**src/design/ethp_pkg.sv**
```systemverilog
package ethp_pkg;

    localparam int unsigned DATA_W     = 8;
    localparam int unsigned CFG_W      = 16;
    localparam int unsigned OFFSET_W   = 16;
    localparam int unsigned M_TDATA_W  = 224;
    localparam int unsigned RES_W      = 218;
    localparam int unsigned QUEUE_DEPTH = 4;
    localparam int unsigned QPTR_W     = 2;
    localparam int unsigned QCNT_W     = 3;

    localparam logic [CFG_W-1:0]    MAX_SHOWN_RESET = 16'd200;
    localparam logic [15:0]         ETHERTYPE_IPV4  = 16'h0800;
    localparam logic [7:0]          PROTO_TCP       = 8'd6;
    localparam logic [6:0]          ETH_HDR_LEN     = 7'd14;
    localparam logic [OFFSET_W-1:0] OFFSET_LIMIT    = 16'hFFFF;
    localparam logic [7:0]          CHAR_LOW        = 8'd32;
    localparam logic [7:0]          CHAR_HIGH       = 8'd126;
    localparam logic [7:0]          CHAR_DOT        = 8'd46;

    localparam logic                REG_MAX_SHOWN   = 1'b0;

    localparam logic                KIND_CHAR       = 1'b0;
    localparam logic                KIND_SUMMARY    = 1'b1;

    localparam logic [1:0]          CLASS_OTHER     = 2'd0;
    localparam logic [1:0]          CLASS_IPV4      = 2'd1;
    localparam logic [1:0]          CLASS_TCP       = 2'd2;

    typedef struct packed {
        logic [15:0] payload_len;
        logic [1:0]  frame_class;
        logic [15:0] dst_port;
        logic [15:0] src_port;
        logic [31:0] dst_ip;
        logic [31:0] src_ip;
        logic [47:0] src_mac;
        logic [47:0] dst_mac;
        logic [7:0]  text_char;
    } result_t;

    typedef struct packed {
        logic    kind;
        result_t res;
    } entry_t;

    typedef struct packed {
        logic [1:0] count;
    } push_t;

    typedef struct packed {
        logic not_empty;
        logic room2;
    } queue_status_t;

endpackage

```
**src/design/ethp_parser.sv**
```systemverilog
module ethp_parser (
    input  logic                          aclk,
    input  logic                          aresetn,
    input  logic [ethp_pkg::CFG_W-1:0]    max_shown,
    input  logic [ethp_pkg::DATA_W-1:0]   in_byte,
    input  logic                          in_end,
    input  logic                          in_fire,
    output ethp_pkg::push_t               push,
    output ethp_pkg::entry_t              first_item,
    output ethp_pkg::entry_t              second_item
);

    logic [15:0] off_reg;
    logic [47:0] dst_mac_reg, dst_mac_next;
    logic [47:0] src_mac_reg, src_mac_next;
    logic [15:0] ether_type_reg, ether_type_next;
    logic [3:0]  ihl_reg, ihl_next;
    logic [15:0] total_len_reg, total_len_next;
    logic [7:0]  proto_reg, proto_next;
    logic [31:0] src_ip_reg, src_ip_next;
    logic [31:0] dst_ip_reg, dst_ip_next;
    logic [15:0] src_port_reg, src_port_next;
    logic [15:0] dst_port_reg, dst_port_next;
    logic [3:0]  doff_reg, doff_next;
    logic [15:0] shown_reg, shown_next;

    logic        active;
    logic [6:0]  tcp_start;
    logic [15:0] tcp_rel;
    logic [7:0]  pay_start;
    logic [15:0] pay_rel;
    logic [6:0]  hdrs;
    logic [15:0] plen;
    logic [1:0]  cls;
    logic        show;
    logic [7:0]  shown_char;
    ethp_pkg::entry_t char_item;
    ethp_pkg::entry_t sum_item;

    assign active = (off_reg != ethp_pkg::OFFSET_LIMIT);

    always_comb begin
        dst_mac_next    = dst_mac_reg;
        src_mac_next    = src_mac_reg;
        ether_type_next = ether_type_reg;
        ihl_next        = ihl_reg;
        total_len_next  = total_len_reg;
        proto_next      = proto_reg;
        src_ip_next     = src_ip_reg;
        dst_ip_next     = dst_ip_reg;
        src_port_next   = src_port_reg;
        dst_port_next   = dst_port_reg;
        doff_next       = doff_reg;
        if (active) begin
            if (off_reg < 16'd6) begin
                dst_mac_next = {dst_mac_reg[39:0], in_byte};
            end else if (off_reg < 16'd12) begin
                src_mac_next = {src_mac_reg[39:0], in_byte};
            end else if (off_reg < 16'd14) begin
                ether_type_next = {ether_type_reg[7:0], in_byte};
            end
            if (off_reg == 16'd14) begin
                ihl_next = in_byte[3:0];
            end
            if (off_reg == 16'd16 || off_reg == 16'd17) begin
                total_len_next = {total_len_reg[7:0], in_byte};
            end
            if (off_reg == 16'd23) begin
                proto_next = in_byte;
            end
            if (off_reg >= 16'd26 && off_reg <= 16'd29) begin
                src_ip_next = {src_ip_reg[23:0], in_byte};
            end
            if (off_reg >= 16'd30 && off_reg <= 16'd33) begin
                dst_ip_next = {dst_ip_reg[23:0], in_byte};
            end
        end
        tcp_start = ethp_pkg::ETH_HDR_LEN + {1'b0, ihl_next, 2'b00};
        tcp_rel   = off_reg - {9'd0, tcp_start};
        if (active && off_reg >= {9'd0, tcp_start}) begin
            if (tcp_rel <= 16'd1) begin
                src_port_next = {src_port_reg[7:0], in_byte};
            end else if (tcp_rel <= 16'd3) begin
                dst_port_next = {dst_port_reg[7:0], in_byte};
            end else if (tcp_rel == 16'd12) begin
                doff_next = in_byte[7:4];
            end
        end
    end

    always_comb begin
        pay_start = {1'b0, tcp_start} + {2'b00, doff_next, 2'b00};
        pay_rel   = off_reg - {8'd0, pay_start};
        hdrs      = {1'b0, ihl_next, 2'b00} + {1'b0, doff_next, 2'b00};
        plen      = (total_len_next > {9'd0, hdrs}) ? (total_len_next - {9'd0, hdrs}) : 16'd0;
        if (ether_type_next != ethp_pkg::ETHERTYPE_IPV4) begin
            cls = ethp_pkg::CLASS_OTHER;
        end else if (proto_next == ethp_pkg::PROTO_TCP) begin
            cls = ethp_pkg::CLASS_TCP;
        end else begin
            cls = ethp_pkg::CLASS_IPV4;
        end
        show = active && (cls == ethp_pkg::CLASS_TCP) && (off_reg >= {8'd0, pay_start})
            && (pay_rel < plen) && (shown_reg < max_shown);
        shown_char = (in_byte >= ethp_pkg::CHAR_LOW && in_byte <= ethp_pkg::CHAR_HIGH)
            ? in_byte : ethp_pkg::CHAR_DOT;
        shown_next = show ? shown_reg + 16'd1 : shown_reg;
    end

    always_comb begin
        char_item               = '0;
        char_item.kind          = ethp_pkg::KIND_CHAR;
        char_item.res.text_char = shown_char;

        sum_item                 = '0;
        sum_item.kind            = ethp_pkg::KIND_SUMMARY;
        sum_item.res.dst_mac     = dst_mac_next;
        sum_item.res.src_mac     = src_mac_next;
        sum_item.res.frame_class = cls;
        if (cls != ethp_pkg::CLASS_OTHER) begin
            sum_item.res.src_ip = src_ip_next;
            sum_item.res.dst_ip = dst_ip_next;
        end
        if (cls == ethp_pkg::CLASS_TCP) begin
            sum_item.res.src_port    = src_port_next;
            sum_item.res.dst_port    = dst_port_next;
            sum_item.res.payload_len = plen;
        end

        push.count  = 2'd0;
        first_item  = sum_item;
        second_item = sum_item;
        if (in_fire) begin
            if (show) begin
                first_item = char_item;
                push.count = in_end ? 2'd2 : 2'd1;
            end else if (in_end) begin
                push.count = 2'd1;
            end
        end
    end

    always_ff @(posedge aclk) begin
        if (!aresetn || (in_fire && in_end)) begin
            off_reg        <= '0;
            dst_mac_reg    <= '0;
            src_mac_reg    <= '0;
            ether_type_reg <= '0;
            ihl_reg        <= '0;
            total_len_reg  <= '0;
            proto_reg      <= '0;
            src_ip_reg     <= '0;
            dst_ip_reg     <= '0;
            src_port_reg   <= '0;
            dst_port_reg   <= '0;
            doff_reg       <= '0;
            shown_reg      <= '0;
        end else if (in_fire) begin
            if (active) begin
                off_reg <= off_reg + 16'd1;
            end
            dst_mac_reg    <= dst_mac_next;
            src_mac_reg    <= src_mac_next;
            ether_type_reg <= ether_type_next;
            ihl_reg        <= ihl_next;
            total_len_reg  <= total_len_next;
            proto_reg      <= proto_next;
            src_ip_reg     <= src_ip_next;
            dst_ip_reg     <= dst_ip_next;
            src_port_reg   <= src_port_next;
            dst_port_reg   <= dst_port_next;
            doff_reg       <= doff_next;
            shown_reg      <= shown_next;
        end
    end

endmodule

```
**src/design/ethp_out_queue.sv**
```systemverilog
module ethp_out_queue (
    input  logic                   aclk,
    input  logic                   aresetn,
    input  ethp_pkg::push_t        push,
    input  ethp_pkg::entry_t       first_item,
    input  ethp_pkg::entry_t       second_item,
    input  logic                   pop,
    output ethp_pkg::entry_t       head,
    output ethp_pkg::queue_status_t status
);

    ethp_pkg::entry_t mem [ethp_pkg::QUEUE_DEPTH];

    logic [ethp_pkg::QPTR_W-1:0] rd_ptr_reg, wr_ptr_reg;
    logic [ethp_pkg::QPTR_W-1:0] wr_ptr_inc;
    logic [ethp_pkg::QCNT_W-1:0] count_reg, count_next;
    logic                        do_pop;

    assign wr_ptr_inc       = wr_ptr_reg + {{(ethp_pkg::QPTR_W-1){1'b0}}, 1'b1};
    assign status.not_empty = (count_reg != '0);
    assign status.room2     = (count_reg <= ethp_pkg::QCNT_W'(ethp_pkg::QUEUE_DEPTH - 2));
    assign do_pop           = pop && status.not_empty;
    assign head             = mem[rd_ptr_reg];
    assign count_next       = count_reg + {1'b0, push.count}
                            - {{(ethp_pkg::QCNT_W-1){1'b0}}, do_pop};

    always_ff @(posedge aclk) begin
        if (!aresetn) begin
            rd_ptr_reg <= '0;
            wr_ptr_reg <= '0;
            count_reg  <= '0;
        end else begin
            count_reg  <= count_next;
            wr_ptr_reg <= wr_ptr_reg + push.count;
            if (do_pop) begin
                rd_ptr_reg <= rd_ptr_reg + {{(ethp_pkg::QPTR_W-1){1'b0}}, 1'b1};
            end
        end
    end

    always_ff @(posedge aclk) begin
        if (push.count != 2'd0) begin
            mem[wr_ptr_reg] <= first_item;
        end
        if (push.count == 2'd2) begin
            mem[wr_ptr_inc] <= second_item;
        end
    end

endmodule

```
**src/design/eth_ipv4_tcp_header_parser_unit.sv**
```systemverilog
// Each result is registered into the result queue on the byte transfer that causes it.
// Throughput: one frame byte per cycle while s_tready is high; the per-byte parse is one
// level of logic between the header field registers and a four-entry result queue.
// A frame-end byte that also shows a character adds two results; s_tready drops while
// fewer than two queue slots are free.
// Reset: synchronous, active low; clears all frame state and the queue, max_shown to 200.
module eth_ipv4_tcp_header_parser_unit (
    input  logic                             aclk,
    input  logic                             aresetn,

    input  logic                             s_tvalid,
    output logic                             s_tready,
    input  logic [7:0]                       s_tdata,   // frame_byte
    input  logic                             s_tlast,   // frame_end

    output logic                             m_tvalid,
    input  logic                             m_tready,
    // text_char, dst_mac, src_mac, src_ip, dst_ip, src_port, dst_port, frame_class,
    // payload_len, zero fill
    output logic [ethp_pkg::M_TDATA_W-1:0]   m_tdata,
    output logic                             m_tuser,   // kind

    input  logic                             psel,
    input  logic                             penable,
    input  logic                             pwrite,
    input  logic [2:0]                       paddr,
    input  logic [31:0]                      pwdata,
    output logic [31:0]                      prdata,
    output logic                             pready
);

    logic [ethp_pkg::CFG_W-1:0] max_shown_reg;
    logic                       s_fire;
    logic                       m_fire;
    ethp_pkg::push_t            push;
    ethp_pkg::entry_t           first_item;
    ethp_pkg::entry_t           second_item;
    ethp_pkg::entry_t           head;
    ethp_pkg::queue_status_t    status;

    assign pready   = 1'b1;
    assign prdata   = (paddr[2] == ethp_pkg::REG_MAX_SHOWN) ? {16'd0, max_shown_reg} : 32'd0;
    assign s_tready = status.room2;
    assign s_fire   = s_tvalid && s_tready;
    assign m_tvalid = status.not_empty;
    assign m_fire   = m_tvalid && m_tready;
    assign m_tuser  = head.kind;
    assign m_tdata  = {{(ethp_pkg::M_TDATA_W - ethp_pkg::RES_W){1'b0}}, head.res};

    always_ff @(posedge aclk) begin
        if (!aresetn) begin
            max_shown_reg <= ethp_pkg::MAX_SHOWN_RESET;
        end else if (psel && penable && pwrite && pready
                     && paddr[2] == ethp_pkg::REG_MAX_SHOWN) begin
            max_shown_reg <= pwdata[ethp_pkg::CFG_W-1:0];
        end
    end

    ethp_parser u_parser (
        .aclk        (aclk),
        .aresetn     (aresetn),
        .max_shown   (max_shown_reg),
        .in_byte     (s_tdata),
        .in_end      (s_tlast),
        .in_fire     (s_fire),
        .push        (push),
        .first_item  (first_item),
        .second_item (second_item)
    );

    ethp_out_queue u_queue (
        .aclk        (aclk),
        .aresetn     (aresetn),
        .push        (push),
        .first_item  (first_item),
        .second_item (second_item),
        .pop         (m_fire),
        .head        (head),
        .status      (status)
    );

`ifndef SYNTHESIS
    a_reset_empties: assert property (@(posedge aclk) !aresetn |=> !m_tvalid)
        else $error("result queue not empty after reset");

    a_last_gives_result: assert property (@(posedge aclk) disable iff (!aresetn)
        (s_fire && s_tlast) |=> m_tvalid)
        else $error("frame end transfer produced no summary");

    a_no_push_when_full: assert property (@(posedge aclk) disable iff (!aresetn)
        !s_tready |-> (push.count == 2'd0))
        else $error("result pushed while input stalled");

    a_summary_is_last: assert property (@(posedge aclk) disable iff (!aresetn)
        (push.count == 2'd2) |-> (first_item.kind == ethp_pkg::KIND_CHAR
                                  && second_item.kind == ethp_pkg::KIND_SUMMARY))
        else $error("result order broken on frame end");
`endif

endmodule
```
**config.mk**
```make
export PLATFORM = sky130hd
export DESIGN_NAME = eth_ipv4_tcp_header_parser_unit
export DESIGN_NICKNAME = d
export VERILOG_FILES = /design/src/design/ethp_pkg.sv /design/src/design/ethp_parser.sv /design/src/design/ethp_out_queue.sv /design/src/design/eth_ipv4_tcp_header_parser_unit.sv
export SDC_FILE = /design/constraint.sdc
export NUM_CORES = 2
export LEC_CHECK = 0
export BUFFER_PORTS_ARGS = -buffer_cell sky130_fd_sc_hd__buf_2
export CAP_MARGIN = 15
export CORE_ASPECT_RATIO = 0.5
export CORE_MARGIN = 3
export CORE_UTILIZATION = 61
export CTS_BUF_LIST = sky130_fd_sc_hd__clkbuf_16
export CTS_CLUSTER_DIAMETER = 40
export DETAILED_ROUTE_END_ITERATION = 7
export GPL_ROUTABILITY_DRIVEN = 0
export MAX_ROUTING_LAYER = met4
export PLACE_DENSITY = 0.8
export REMOVE_ABC_BUFFERS = 1
export SYNTH_ARGS = -nofsm -noshare
export SYNTH_HDL_FRONTEND = slang
export SYNTH_SLANG_ARGS = --single-unit
```
**constraint.sdc**
```tcl
create_clock -name aclk -period 17.49 [get_ports aclk]
set_input_delay 1.749 -clock aclk [delete_from_list [all_inputs] [get_ports aclk]]
set_output_delay 1.749 -clock aclk [all_outputs]
set_load 0.005 [all_outputs]
```
==> summary.md <==
| Metric | Value |
|---|---|
| Status | `complete, no violations` |
| # IOs | `311` |
| Sequential share of the synthesized area | `61.3%` |
| Antenna-violating nets left | `0` |
| Max Slew Vio Count | `0` |
| Post-synth top area share | `48.5%` |
| Worst hold slack | `0.454 ns` |
| Inst Count DP | `5,430` |
| Initial antenna violation count | `2` |
| DR WL/cell | `22.3 um` |
| Die Wd | `419 um` |
| Synth warn | `0` |
| Layout Cells excl Fill | `5,635` |
| DRC Markers | `0` |
| Crit. End Element | `flip-flop` |
| Worst setup SP type | `flip-flop` |
| Crit path top cell by count | `ha_1` |
| Largest area contributor in the netlist | `edfxtp_1` |
| Worst slack, placed | `3.62 ns` |
| Yosys cell types | `69` |
| HPWL after detailed placement | `68,300 um` |
| FFs w/ async S/R, synth | `0%` |
| RR Endpoint | `u_queue.mem[0][56]` |
| Power Density | `118 nW/um2` |
| Post-Route WL | `126,000 um` |
| Total power | `6.79 mW` |
| Die Height | `212 um` |
| Total number of vias | `34,500` |
| Top post-synthesis cells by area | `edfxtp_1 48%, dfxtp_1 13%, mux4_2 9.5%, nor2_1 7.2%, mux2i_1 4.0%` |
| Req. time, crit path | `17.81 ns` |
| Main flop type after synthesis | `edfxtp_1` |
| Clk pin slew, worst setup/hold paths | `0.07 ns` |
| DR vias/cell | `6.12` |
| Seq pwr share | `45.8%` |
| Post-synth EDFFs | `840` |
| Post-CTS Repair Setup Buffers | `0` |
| Pint | `4.98 mW` |
| Worst hold stages | `2` |
| Vias in the first global route | `34,800` |
| CORE AREA | `84,200 um2` |
| CTS root buffer | `clkbuf_16` |
| Post-CTS resize count | `0` |
| Nets | `4,546` |
| Die ar. | `89,000 um2` |
| First-pass GRT wire length | `194,000 um` |
| Seq cells post-synth | `1,173` |
| Final Util | `68.6%` |
| Net Sw Frac | `26.7%` |
| Grt ovf | `0` |
| Net Sw Power | `1.82 mW` |
| TritonCTS clock tree | `built` |
| Port bufs | `269` |
| Worst R2R Start | `u_parser.off_reg[7]` |
| Drt first pass iters | `6` |
| Worst Reg-to-Reg Cells | `40` |
| Tightest Pin Transition | `1.19 ns` |
| Hold WC Path Type | `flip-flop to flip-flop` |
| Initial core utilization | `61.8%` |
| Clock latency at the later pin of the worst-skew pair | `0.71 ns` |
| Endpoints failing setup | `0` |
| Slew Limit Headroom | `20.6%` |
| Final period util | `80.0%` |
| Crit path from | `u_parser.off_reg[7]` |
| PnR worst setup slack | `3.50 ns` |
| Tmin final | `13.99 ns` |
| Synthesis-to-layout area growth | `11.1%` |
| Max Fclk | `71.5 MHz` |
| Final worst clock skew | `0.0458 ns` |
| Leak | `19.2 nW` |
| Clock Sinks | `1,173` |
| CTS max path bufs | `3` |
| CP max FO | `114` |
| Largest stage delay on the critical path | `0.98 ns` |
| Hold-fix buffers, CTS | `0` |
| Avg Cell Area, Syn | `12.1 um2` |
| Setup TNS | `0 ns` |
| Max reg flops | `876` |
| Critical path type | `flip-flop to flip-flop` |
| Clock power frac | `35.6%` |
| Reg2Reg Setup Slack | `3.50 ns` |
| Max Cap Viol | `0` |
| Synthesized area | `52,000 um2` |
| Critical Path End | `u_queue.mem[0][56]` |
| Share of layout cells above drive strength 1 | `18.0%` |
| RSZ-0062 raised after global routing | `false` |
| Largest net degree at the start of global routing | `162` |
| Initial DRC count | `3,455` |
| Post-synthesis cell count | `4,293` |
| Fin area | `57,800 um2` |
| TritonCTS Buffers | `106` |
| Worst Path Arrival | `14.31 ns` |
| Placed cell areas | `54,100 um2` |
| Gr usage total | `29.1%` |
| Combinational share of power | `18.5%` |
| Hold Violations, Final | `0` |
| H-tree depth | `3` |
| Num rows | `75` |
| Cell at the slowest stage of the critical path | `nor4_1` |
| Worst IR Drop VDD | `0.000102 V` |
==> critical path, delay by kind of cell (launching register included) <==
kind	cells	cell delay, ns
compound gates	10	2.21
fa+ha+maj	5	1.78
mux	4	1.69
flops	1	0.45
simple gates	16	5.59
buf+inv	4	1.63
xor+xnor	1	0.15
==> layer usage <==
layer  GRT usage (%)  share of wire [%]
met5               -                  0
met4            8.69                2.7
met3            4.70                7.7
met2            49.5                 52
met1            36.3                 38
==> worst min path at each step <==
stage | from | to | slack, ns
after detailed placement | u_queue.mem[2][1] | u_queue.mem[2][1] | 0.44
final | u_parser.dst_mac_reg[46] | u_parser.dst_mac_reg[46] | 0.45
after global routing | u_parser.dst_mac_reg[46] | u_parser.dst_mac_reg[46] | 0.47
after CTS | u_parser.dst_mac_reg[46] | u_parser.dst_mac_reg[46] | 0.45
after floorplan | u_queue.mem[2][0] | u_queue.mem[2][0] | 0.42
after global placement | u_queue.mem[1][1] | u_queue.mem[1][1] | 0.43
==> power by group through the flow <==
stage	Sequential [mW]	Combinational (mW)	Clock, mW
detailed placement	3.17	1.26	0
global route	3.12	1.36	2.56
floorplan	3.26	0.854	0
global placement	3.17	1.25	0
CTS	3.11	1.27	2.44
finish	3.11	1.26	2.42
==> layout by cell type, fill, tap and decap left out, types with 24 or more instances in the layout <==
| master | Yosys | routed |
|---|---|---|
| nor4_1 | 27 | 27 |
| mux4_2 | 219 | 219 |
| dfxtp_1 | 333 | 331 |
| mux2i_1 | 209 | 209 |
| clkbuf_16 | 0 | 111 |
| ha_1 | 64 | 64 |
| buf_4 | 26 | 37 |
| o21ai_0 | 50 | 50 |
| buf_2 | 61 | 269 |
| xor2_1 | 24 | 24 |
| a21oi_1 | 218 | 216 |
| mux2_2 | 69 | 69 |
| nand2_1 | 544 | 542 |
| nand3_1 | 39 | 38 |
| edfxtp_1 | 840 | 840 |
| inv_1 | 58 | 80 |
| nor2_1 | 992 | 988 |
| and2_1 | 24 | 24 |
==> cell usage after synthesis, types with 50 or more instances <==
cell type and number:
nor2_1 992, edfxtp_1 840, nand2_1 544, dfxtp_1 333, mux4_2 219, a21oi_1 218, mux2i_1 209, clkbuf_1 196
mux2_2 69, ha_1 64, buf_2 61, inv_1 58, o21ai_0 50
==> logic make-up after synthesis <==
logic type	count (synthesis)	share of synthesized area [%]
and+or+nand+nor	1760	13.9
AOI/OAI and AO/OA	374	4.24
xor gates and xnor gates	46	0.775
buffers and inverters	372	3.03
muxes	497	15.0
DFF	1173	61.3
adders and majority gates	69	1.73
other	2	0.0144
==> area by class of cell <==
cell class	count	area [um2]
clock inverters	89	862
multi-input cells	2769	18700
repair buffers	317	1850
clock buffers	111	2780
flip-flops and latches	1173	31900
diodes	1	2.50
fillers	5661	26400
inverters	59	251
well taps	1116	1400
Note: power is estimated with default switching activity, not from simulation.
